## src/hsv_to_rgb_converter_defines.svh

```systemverilog
// assertion macros shared by the converter rtl
`ifndef HSV_TO_RGB_CONVERTER_DEFINES_SVH
`define HSV_TO_RGB_CONVERTER_DEFINES_SVH

`ifndef SYNTHESIS
// same-cycle implication
`define HSVC_ASSERT_IMP(label, clk, rst, ante, cons) \
   label: assert property (@(posedge clk) disable iff (rst) (ante) |-> (cons)) \
      else $error("assertion failed");
// next-cycle implication
`define HSVC_ASSERT_NEXT(label, clk, rst, ante, cons) \
   label: assert property (@(posedge clk) disable iff (rst) (ante) |=> (cons)) \
      else $error("assertion failed");
`else
`define HSVC_ASSERT_IMP(label, clk, rst, ante, cons)
`define HSVC_ASSERT_NEXT(label, clk, rst, ante, cons)
`endif

`endif

```

## src/hsvc_pkg.sv

```systemverilog
`timescale 1ns / 1ps
`default_nettype none

package hsvc_pkg;

   localparam int HueW    = 16;
   localparam int UnitW   = 17;
   localparam int ChanW   = 8;
   localparam int FracW   = 16;
   localparam int SectorW = 3;

   localparam int ReqDataW = ((HueW + 2 * UnitW + 7) / 8) * 8;
   localparam int RspDataW = ((3 * ChanW + 7) / 8) * 8;

   typedef logic [HueW-1:0]  hue_type;
   typedef logic [UnitW-1:0] unit_type;
   typedef logic [FracW-1:0] frac_type;
   typedef logic [ChanW-1:0] chan_type;

   // unit value one in 1.16
   localparam unit_type One = unit_type'(1) << FracW;

   // hue sectors, dominant channel pair
   typedef enum logic [SectorW-1:0] {
      SEC_RED_YELLOW     = 3'd0,
      SEC_YELLOW_GREEN   = 3'd1,
      SEC_GREEN_CYAN     = 3'd2,
      SEC_CYAN_BLUE      = 3'd3,
      SEC_BLUE_MAGENTA   = 3'd4,
      SEC_MAGENTA_RED    = 3'd5
   } sector_type;

   typedef struct packed {
      unit_type   chroma;
      unit_type   brightness;
      unit_type   weight;
      sector_type sector;
   } chroma_type;

   typedef struct packed {
      unit_type red;
      unit_type green;
      unit_type blue;
   } level_type;

   typedef struct packed {
      chan_type blue;
      chan_type green;
      chan_type red;
   } color_type;

endpackage

`default_nettype wire

```

## src/hsvc_chroma.sv

```systemverilog
`timescale 1ns / 1ps
`default_nettype none
`include "hsv_to_rgb_converter_defines.svh"

module hsvc_chroma (
   input  wire logic                clock,
   input  wire logic                reset,
   input  wire logic                in_valid,
   output logic                     in_ready,
   input  wire hsvc_pkg::hue_type   in_hue,
   input  wire hsvc_pkg::unit_type  in_saturation,
   input  wire hsvc_pkg::unit_type  in_brightness,
   output logic                     out_valid,
   input  wire logic                out_ready,
   output hsvc_pkg::chroma_type     out_data
);
   import hsvc_pkg::*;

   // stage a: clamp, sector split, weight
   logic       a_valid_ff;
   unit_type   a_sat_ff, a_sat_in;
   unit_type   a_bri_ff, a_bri_in;
   unit_type   a_weight_ff, a_weight_in;
   sector_type a_sector_ff, a_sector_in;
   logic       a_ready;

   // stage b: chroma
   logic       b_valid_ff;
   chroma_type b_data_ff, b_data_in;
   logic       b_ready;

   logic [HueW+SectorW-1:0] hue6;
   logic [2*UnitW-1:0]      prod;

   assign b_ready  = !b_valid_ff || out_ready;
   assign a_ready  = !a_valid_ff || b_ready;
   assign in_ready = a_ready;

   always_comb begin
      a_sat_in = (in_saturation > One) ? One : in_saturation;
      a_bri_in = (in_brightness > One) ? One : in_brightness;
      hue6 = ({{SectorW{1'b0}}, in_hue} << 2) + ({{SectorW{1'b0}}, in_hue} << 1);
      a_sector_in = sector_type'(hue6[HueW+SectorW-1:FracW]);
      if (hue6[FracW]) begin
         a_weight_in = One - {1'b0, hue6[FracW-1:0]};
      end else begin
         a_weight_in = {1'b0, hue6[FracW-1:0]};
      end
   end

   always_comb begin
      prod = (2*UnitW)'(a_bri_ff) * (2*UnitW)'(a_sat_ff);
      b_data_in.chroma     = prod[UnitW+FracW-1:FracW];
      b_data_in.brightness = a_bri_ff;
      b_data_in.weight     = a_weight_ff;
      b_data_in.sector     = a_sector_ff;
   end

   always_ff @(posedge clock) begin
      if (reset) begin
         a_valid_ff <= 1'b0;
         b_valid_ff <= 1'b0;
      end else begin
         if (a_ready) a_valid_ff <= in_valid;
         if (b_ready) b_valid_ff <= a_valid_ff;
      end
      if (a_ready && in_valid) begin
         a_sat_ff    <= a_sat_in;
         a_bri_ff    <= a_bri_in;
         a_weight_ff <= a_weight_in;
         a_sector_ff <= a_sector_in;
      end
      if (b_ready && a_valid_ff) b_data_ff <= b_data_in;
   end

   assign out_valid = b_valid_ff;
   assign out_data  = b_data_ff;

   `HSVC_ASSERT_IMP(chroma_le_bri, clock, reset, b_valid_ff,
      b_data_ff.chroma <= b_data_ff.brightness)
   `HSVC_ASSERT_NEXT(stage_a_holds, clock, reset, a_valid_ff && !b_ready,
      a_valid_ff && $stable(a_sat_ff) && $stable(a_bri_ff) && $stable(a_weight_ff))

endmodule

`default_nettype wire

```

## src/hsvc_mix.sv

```systemverilog
`timescale 1ns / 1ps
`default_nettype none
`include "hsv_to_rgb_converter_defines.svh"

module hsvc_mix (
   input  wire logic                 clock,
   input  wire logic                 reset,
   input  wire logic                 in_valid,
   output logic                      in_ready,
   input  wire hsvc_pkg::chroma_type in_data,
   output logic                      out_valid,
   input  wire logic                 out_ready,
   output hsvc_pkg::level_type       out_data
);
   import hsvc_pkg::*;

   // stage c: secondary component and offset
   logic       c_valid_ff;
   unit_type   c_chroma_ff;
   unit_type   c_second_ff, c_second_in;
   unit_type   c_offset_ff, c_offset_in;
   sector_type c_sector_ff;
   logic       c_ready;

   // stage d: per channel level
   logic       d_valid_ff;
   level_type  d_level_ff, d_level_in;
   logic       d_ready;

   logic [2*UnitW-1:0] prod;
   unit_type           lvl_c, lvl_x, lvl_z;

   assign d_ready  = !d_valid_ff || out_ready;
   assign c_ready  = !c_valid_ff || d_ready;
   assign in_ready = c_ready;

   always_comb begin
      prod        = (2*UnitW)'(in_data.chroma) * (2*UnitW)'(in_data.weight);
      c_second_in = prod[UnitW+FracW-1:FracW];
      c_offset_in = in_data.brightness - in_data.chroma;
   end

   always_comb begin
      lvl_c = c_chroma_ff + c_offset_ff;
      lvl_x = c_second_ff + c_offset_ff;
      lvl_z = c_offset_ff;
      unique case (c_sector_ff)
         SEC_RED_YELLOW:   d_level_in = '{red: lvl_c, green: lvl_x, blue: lvl_z};
         SEC_YELLOW_GREEN: d_level_in = '{red: lvl_x, green: lvl_c, blue: lvl_z};
         SEC_GREEN_CYAN:   d_level_in = '{red: lvl_z, green: lvl_c, blue: lvl_x};
         SEC_CYAN_BLUE:    d_level_in = '{red: lvl_z, green: lvl_x, blue: lvl_c};
         SEC_BLUE_MAGENTA: d_level_in = '{red: lvl_x, green: lvl_z, blue: lvl_c};
         default:          d_level_in = '{red: lvl_c, green: lvl_z, blue: lvl_x};
      endcase
   end

   always_ff @(posedge clock) begin
      if (reset) begin
         c_valid_ff <= 1'b0;
         d_valid_ff <= 1'b0;
      end else begin
         if (c_ready) c_valid_ff <= in_valid;
         if (d_ready) d_valid_ff <= c_valid_ff;
      end
      if (c_ready && in_valid) begin
         c_chroma_ff <= in_data.chroma;
         c_second_ff <= c_second_in;
         c_offset_ff <= c_offset_in;
         c_sector_ff <= in_data.sector;
      end
      if (d_ready && c_valid_ff) d_level_ff <= d_level_in;
   end

   assign out_valid = d_valid_ff;
   assign out_data  = d_level_ff;

   `HSVC_ASSERT_IMP(second_le_chroma, clock, reset, c_valid_ff, c_second_ff <= c_chroma_ff)
   `HSVC_ASSERT_IMP(level_in_range, clock, reset, d_valid_ff,
      d_level_ff.red <= One && d_level_ff.green <= One && d_level_ff.blue <= One)

endmodule

`default_nettype wire

```

## src/hsvc_scale.sv

```systemverilog
`timescale 1ns / 1ps
`default_nettype none

module hsvc_scale (
   input  wire logic                clock,
   input  wire logic                reset,
   input  wire logic                in_valid,
   output logic                     in_ready,
   input  wire hsvc_pkg::level_type in_data,
   output logic                     out_valid,
   input  wire logic                out_ready,
   output hsvc_pkg::color_type      out_data
);
   import hsvc_pkg::*;

   localparam int ProdW = UnitW + ChanW + 1;

   logic      e_valid_ff;
   color_type e_color_ff, e_color_in;

   // level * 255 as (level << 8) - level, keep bits 23:16
   function automatic chan_type to_chan(input unit_type lvl);
      logic [ProdW-1:0] p;
      p = ({{(ChanW+1){1'b0}}, lvl} << ChanW) - {{(ChanW+1){1'b0}}, lvl};
      return p[FracW+ChanW-1:FracW];
   endfunction

   assign in_ready = !e_valid_ff || out_ready;

   always_comb begin
      e_color_in.red   = to_chan(in_data.red);
      e_color_in.green = to_chan(in_data.green);
      e_color_in.blue  = to_chan(in_data.blue);
   end

   always_ff @(posedge clock) begin
      if (reset) begin
         e_valid_ff <= 1'b0;
      end else if (in_ready) begin
         e_valid_ff <= in_valid;
      end
      if (in_ready && in_valid) e_color_ff <= e_color_in;
   end

   assign out_valid = e_valid_ff;
   assign out_data  = e_color_ff;

endmodule

`default_nettype wire

```

## src/hsv_to_rgb_converter.sv

```systemverilog
`timescale 1ns / 1ps
`default_nettype none

// hsv to rgb pixel converter: takes one hue, saturation, brightness beat and
// returns one 8-bit red, green, blue beat. hue is a 0.16 fraction of the full
// circle, saturation and brightness are 1.16 fractions where fields above one
// are clamped to one. one beat is accepted every cycle while the result side
// is not stalled, through five register stages (clamp and sector split,
// chroma multiply, secondary multiply, channel select, scaling by 255), each
// holding at most one 17x17 multiply. a stall on the result side backs up
// stage by stage, so empty stages still take beats.
module hsv_to_rgb_converter (
   input  wire logic                            clock,
   input  wire logic                            reset,
   // input beat
   input  wire logic                            req_tvalid,
   output logic                                 req_tready,
   // hue [15:0], saturation [32:16], brightness [49:33], zero fill above
   input  wire logic [hsvc_pkg::ReqDataW-1:0]   req_tdata,
   // result beat
   output logic                                 rsp_tvalid,
   input  wire logic                            rsp_tready,
   // red [7:0], green [15:8], blue [23:16]
   output logic [hsvc_pkg::RspDataW-1:0]        rsp_tdata
);
   import hsvc_pkg::*;

   // fields out of the input beat
   hue_type  req_hue;
   unit_type req_saturation;
   unit_type req_brightness;

   assign req_hue        = req_tdata[HueW-1:0];
   assign req_saturation = req_tdata[HueW+UnitW-1:HueW];
   assign req_brightness = req_tdata[HueW+2*UnitW-1:HueW+UnitW];

   // chroma to mix
   logic       chr_valid;
   logic       chr_ready;
   chroma_type chr_data;

   // mix to scale
   logic       mix_valid;
   logic       mix_ready;
   level_type  mix_data;

   // scaled color
   color_type  color;

   // stages a and b: clamp, sector, chroma
   hsvc_chroma u_chroma (
      .clock         (clock),
      .reset         (reset),
      .in_valid      (req_tvalid),
      .in_ready      (req_tready),
      .in_hue        (req_hue),
      .in_saturation (req_saturation),
      .in_brightness (req_brightness),
      .out_valid     (chr_valid),
      .out_ready     (chr_ready),
      .out_data      (chr_data)
   );

   // stages c and d: secondary component, offset, sector routing
   hsvc_mix u_mix (
      .clock     (clock),
      .reset     (reset),
      .in_valid  (chr_valid),
      .in_ready  (chr_ready),
      .in_data   (chr_data),
      .out_valid (mix_valid),
      .out_ready (mix_ready),
      .out_data  (mix_data)
   );

   // stage e: scale by 255, output register
   hsvc_scale u_scale (
      .clock     (clock),
      .reset     (reset),
      .in_valid  (mix_valid),
      .in_ready  (mix_ready),
      .in_data   (mix_data),
      .out_valid (rsp_tvalid),
      .out_ready (rsp_tready),
      .out_data  (color)
   );

   // pack result beat, zero fill above the three channels
   assign rsp_tdata = RspDataW'({color.blue, color.green, color.red});

endmodule

`default_nettype wire
```

## config.mk

```make
export PLATFORM = sky130hd
export DESIGN_NAME = hsv_to_rgb_converter
export DESIGN_NICKNAME = d
export VERILOG_FILES = /design/src/hsvc_pkg.sv /design/src/hsvc_chroma.sv /design/src/hsvc_mix.sv /design/src/hsvc_scale.sv /design/src/hsv_to_rgb_converter.sv
export VERILOG_INCLUDE_DIRS = /design/src /design/src/src
export SDC_FILE = /design/constraint.sdc
export NUM_CORES = 2
export LEC_CHECK = 0
export BUFFER_PORTS_ARGS = -buffer_cell sky130_fd_sc_hd__buf_2
export CAP_MARGIN = 5
export CORE_MARGIN = 4
export CORE_UTILIZATION = 47
export DETAILED_ROUTE_END_ITERATION = 6
export PLACE_DENSITY = 0.6
export SLEW_MARGIN = 20
export SYNTH_ARGS = -nofsm -noshare
export SYNTH_HDL_FRONTEND = slang
export SYNTH_SLANG_ARGS = --single-unit
```

## constraint.sdc

```tcl
create_clock -name clock -period 7.2 [get_ports clock]
set_input_delay 0.72 -clock clock [delete_from_list [all_inputs] [get_ports clock]]
set_output_delay 0.72 -clock clock [all_outputs]
set_load 0.01 [all_outputs]
```

==> impl_metrics.env <==
export IMPL_cp_arrival_ns=7.17
export IMPL_cts_tree="yes"
export IMPL_fp_row_count=93
export IMPL_drc=0
export IMPL_multi_input_area_um2=21070
export IMPL_async_flop_share=0
export IMPL_ys_seq_area_frac=0.2323
export IMPL_r2r_cells=20
export IMPL_nets=4018
export IMPL_fill_cells=6003
export IMPL_syn_avg_cell_area_um2=9.739
export IMPL_fin_crit_ns=6.864
export IMPL_crit_buf_inv=4
export IMPL_cap_violations=0
export IMPL_grt_first_pass_wirelength_um=121000
export IMPL_dp_hpwl_um=59340
export IMPL_start_util=0.4761
export IMPL_cts_sinks=240
export IMPL_post_cts_resize_count=0
export IMPL_yosysTopAreaCellShare=0.2801
export IMPL_drv_slew=0
export IMPL_ys_seq_elements=240
export IMPL_syn_cell_area_um2=30800
export IMPL_worst_r2r_endpoint="u_chroma.out_data[53]$_DFFE_PP_"
export IMPL_synth_ff_type="edfxtp_1"
export IMPL_synth_top_area_cell="fa_1"
export IMPL_drt_iter0_markers=1132
export IMPL_clockBufferDepth=3
export IMPL_finClkSkew_ns=0.02344
export IMPL_reg2reg_from="u_chroma.a_sat_ff[2]$_SDFFCE_PN0P_"
export IMPL_gp_congestion=0.8862
export IMPL_vias_per_cell=5.346
export IMPL_synth_cell_types=74
export IMPL_gr_total_overflow=0
export IMPL_min_delay_path_class="in2reg"
export IMPL_synth_edf_count=235
export IMPL_seq_area_um2=7157
export IMPL_io_pins=86
export IMPL_h_tree_depth=1
export IMPL_synthToLayoutAreaGrowth_pct=7.864
export IMPL_yosysWarnings=0
export IMPL_fin_tns_setup_ns=0
export IMPL_syn_nets=3960
export IMPL_cts_setup_buffers=0
export IMPL_critical_path_required_ns=7.51
export IMPL_synthesis_instances=3163
export IMPL_slowest_delay_ns=0.70
export IMPL_gr_usage_met2=0.3720
export IMPL_synthMostInstantiatedCell="inv_1"
export IMPL_dieArea_um2=69700
export IMPL_wl_per_cell_um=18.02
export IMPL_crit_family="adder cells"
export IMPL_clk_latency_ns=0.58
export IMPL_coreArea_um2=64700
export IMPL_crit_slowest_cell="edfxtp_1"
export IMPL_final_layout_size_suffix_gt1_frac=0.06381
export IMPL_slew_headroom=0.3005
export IMPL_min_from="reset"
export IMPL_cp_end_kind="register"
export IMPL_finalSetupViolCount=0
export IMPL_cp_max_fo=17
export IMPL_crit_type="reg2reg"
export IMPL_grt_pass1_vias=23590
export IMPL_top_usage_layer="met2"
export IMPL_drt_first_pass_iters=6
export IMPL_worstPathCellList="and2_1, fa_1, inv_1, fa_1, inv_1, fa_1, inv_1, fa_1, fa_1, fa_1, inv_1, ha_1, nand4_1, nor2_1, o2111ai_1, a211oi_1, o211ai_1, o221ai_1, a21oi_1, xnor2_1"
export IMPL_dr_total_vias=21920
export IMPL_io_buffers=79
export IMPL_synth_cells_most_frequent="inv_1, fa_1, nand2_1"
export IMPL_synth_area_top_cells="fa_1, edfxtp_1, ha_1"
export IMPL_reg2reg_slack_ns=0.34
export IMPL_antenna_left=0
export IMPL_holdPathStages=2
export IMPL_use_met3=0.02887
export IMPL_period_share=0.9533
export IMPL_rsz0062_at_grt="false"
export IMPL_hold_violations=0
export IMPL_die_x_um=264.0
export IMPL_track_usage=0.2133
export IMPL_globalRouteMet1Util=0.2806
export IMPL_cpMostUsedCell="fa_1"
export IMPL_hold_path_end="u_chroma.a_valid_ff$_SDFFE_PP0N_"
export IMPL_clk_pin_slew_worst_paths_ns=0.06
export IMPL_cts_hold_buf=0
export IMPL_antenna_found_initial=1
export IMPL_antennaDiodeCount=0
export IMPL_wl_um=73870
export IMPL_status="completed"
export IMPL_grt_max_degree=83
export IMPL_start_kind="register"
export IMPL_clockRootBuffer="clkbuf_16"
export IMPL_fp_dieH_um=264.0
export IMPL_worst_pin_slew_ns=1.044
export IMPL_numCtsBuffers=29
export IMPL_max_freq_ghz=0.1457
[placed cells by master (no fill, tap or decap), types with 80 or more instances in the layout]
master / count
a21oi_1: 80
edfxtp_1: 235
xnor2_1: 85
and2_1: 263
nor2_1: 116
nand2_1: 392
inv_1: 592
o21ai_0: 94
ha_1: 306
fa_1: 431
[layout make-up]
cell class                 count  area share
clock inverter                21    0.004971
tap                          855     0.03220
multi-input combinational   2224      0.6342
timing repair buffer         132     0.02387
clock buffer                  33     0.02229
inverter                     594     0.06710
sequential                   240      0.2154
[layer usage]
metal | routed length (µm) | vias up
met2 | 36190 | 573
met4 | 2096 | 2
met1 | 31720 | 10960
li1 | - | 10250
met3 | 3851 | 127
met5 | 13 | -
[registers in the layout, summed over array words and instances, names as in the netlist, 3 cells and up]
register              count
u_chroma.a_bri_ff        17
u_chroma.a_sat_ff        17
u_chroma.a_sector_ff      3
u_chroma.a_weight_ff     16
u_chroma.out_data        53
u_mix.c_chroma_ff        17
u_mix.c_offset_ff        17
u_mix.c_second_ff        17
u_mix.c_sector_ff         3
u_mix.out_data           51
u_scale.out_data         24
[through the flow]
step	util	worst slack (ns)	area (µm²)	std cells	hold WS [ns]
final	0.5136	0.3364	33230	4099	0.3615
after global placement	0.4995	0.4783	32320	4045	0.4046
after global routing	0.5136	0.06751	33230	4099	0.3388
after CTS	0.5136	0.3810	33230	4099	0.3235
after floorplan	-	1.211	30800	3163	0.4003
after detailed placement	0.4996	0.4291	32320	4045	0.4045
[cell families (layout without fill, tap and decap cells)]
kind of cell	after synthesis	count (layout)	share of synthesized area
simple gates	954	954	0.1515
flops	240	240	0.2323
fa+ha+maj	737	737	0.4044
xor+xnor	128	128	0.03688
compound gates	387	387	0.08367
buf+inv	699	780	0.08517
mux	18	18	0.006011
[how the worst max path moves through the flow]
| stage | startpoint | end | slack (ns) | depth (start not counted) |
|---|---|---|---|---|
| finish | u_chroma.a_sat_ff[2]$_SDFFCE_PN0P_ | u_chroma.out_data[53]$_DFFE_PP_ | 0.34 | 20 |
| global route | u_chroma.a_sat_ff[2]$_SDFFCE_PN0P_ | u_chroma.out_data[49]$_DFFE_PP_ | 0.07 | 20 |
| CTS | u_chroma.a_sat_ff[2]$_SDFFCE_PN0P_ | u_chroma.out_data[53]$_DFFE_PP_ | 0.38 | 20 |
| detailed placement | u_chroma.a_sat_ff[2]$_SDFFCE_PN0P_ | u_chroma.out_data[53]$_DFFE_PP_ | 0.43 | 20 |
| global placement | u_chroma.a_sat_ff[2]$_SDFFCE_PN0P_ | u_chroma.out_data[53]$_DFFE_PP_ | 0.48 | 20 |
| floorplan | u_chroma.out_data[11]$_DFFE_PP_ | u_mix.c_second_ff[16]$_DFFE_PP_ | 1.21 | 22 |
Power is left out: the tool's default activity adds up to more than one toggle a clock period on the data nets, which glitch-free logic cannot reach.
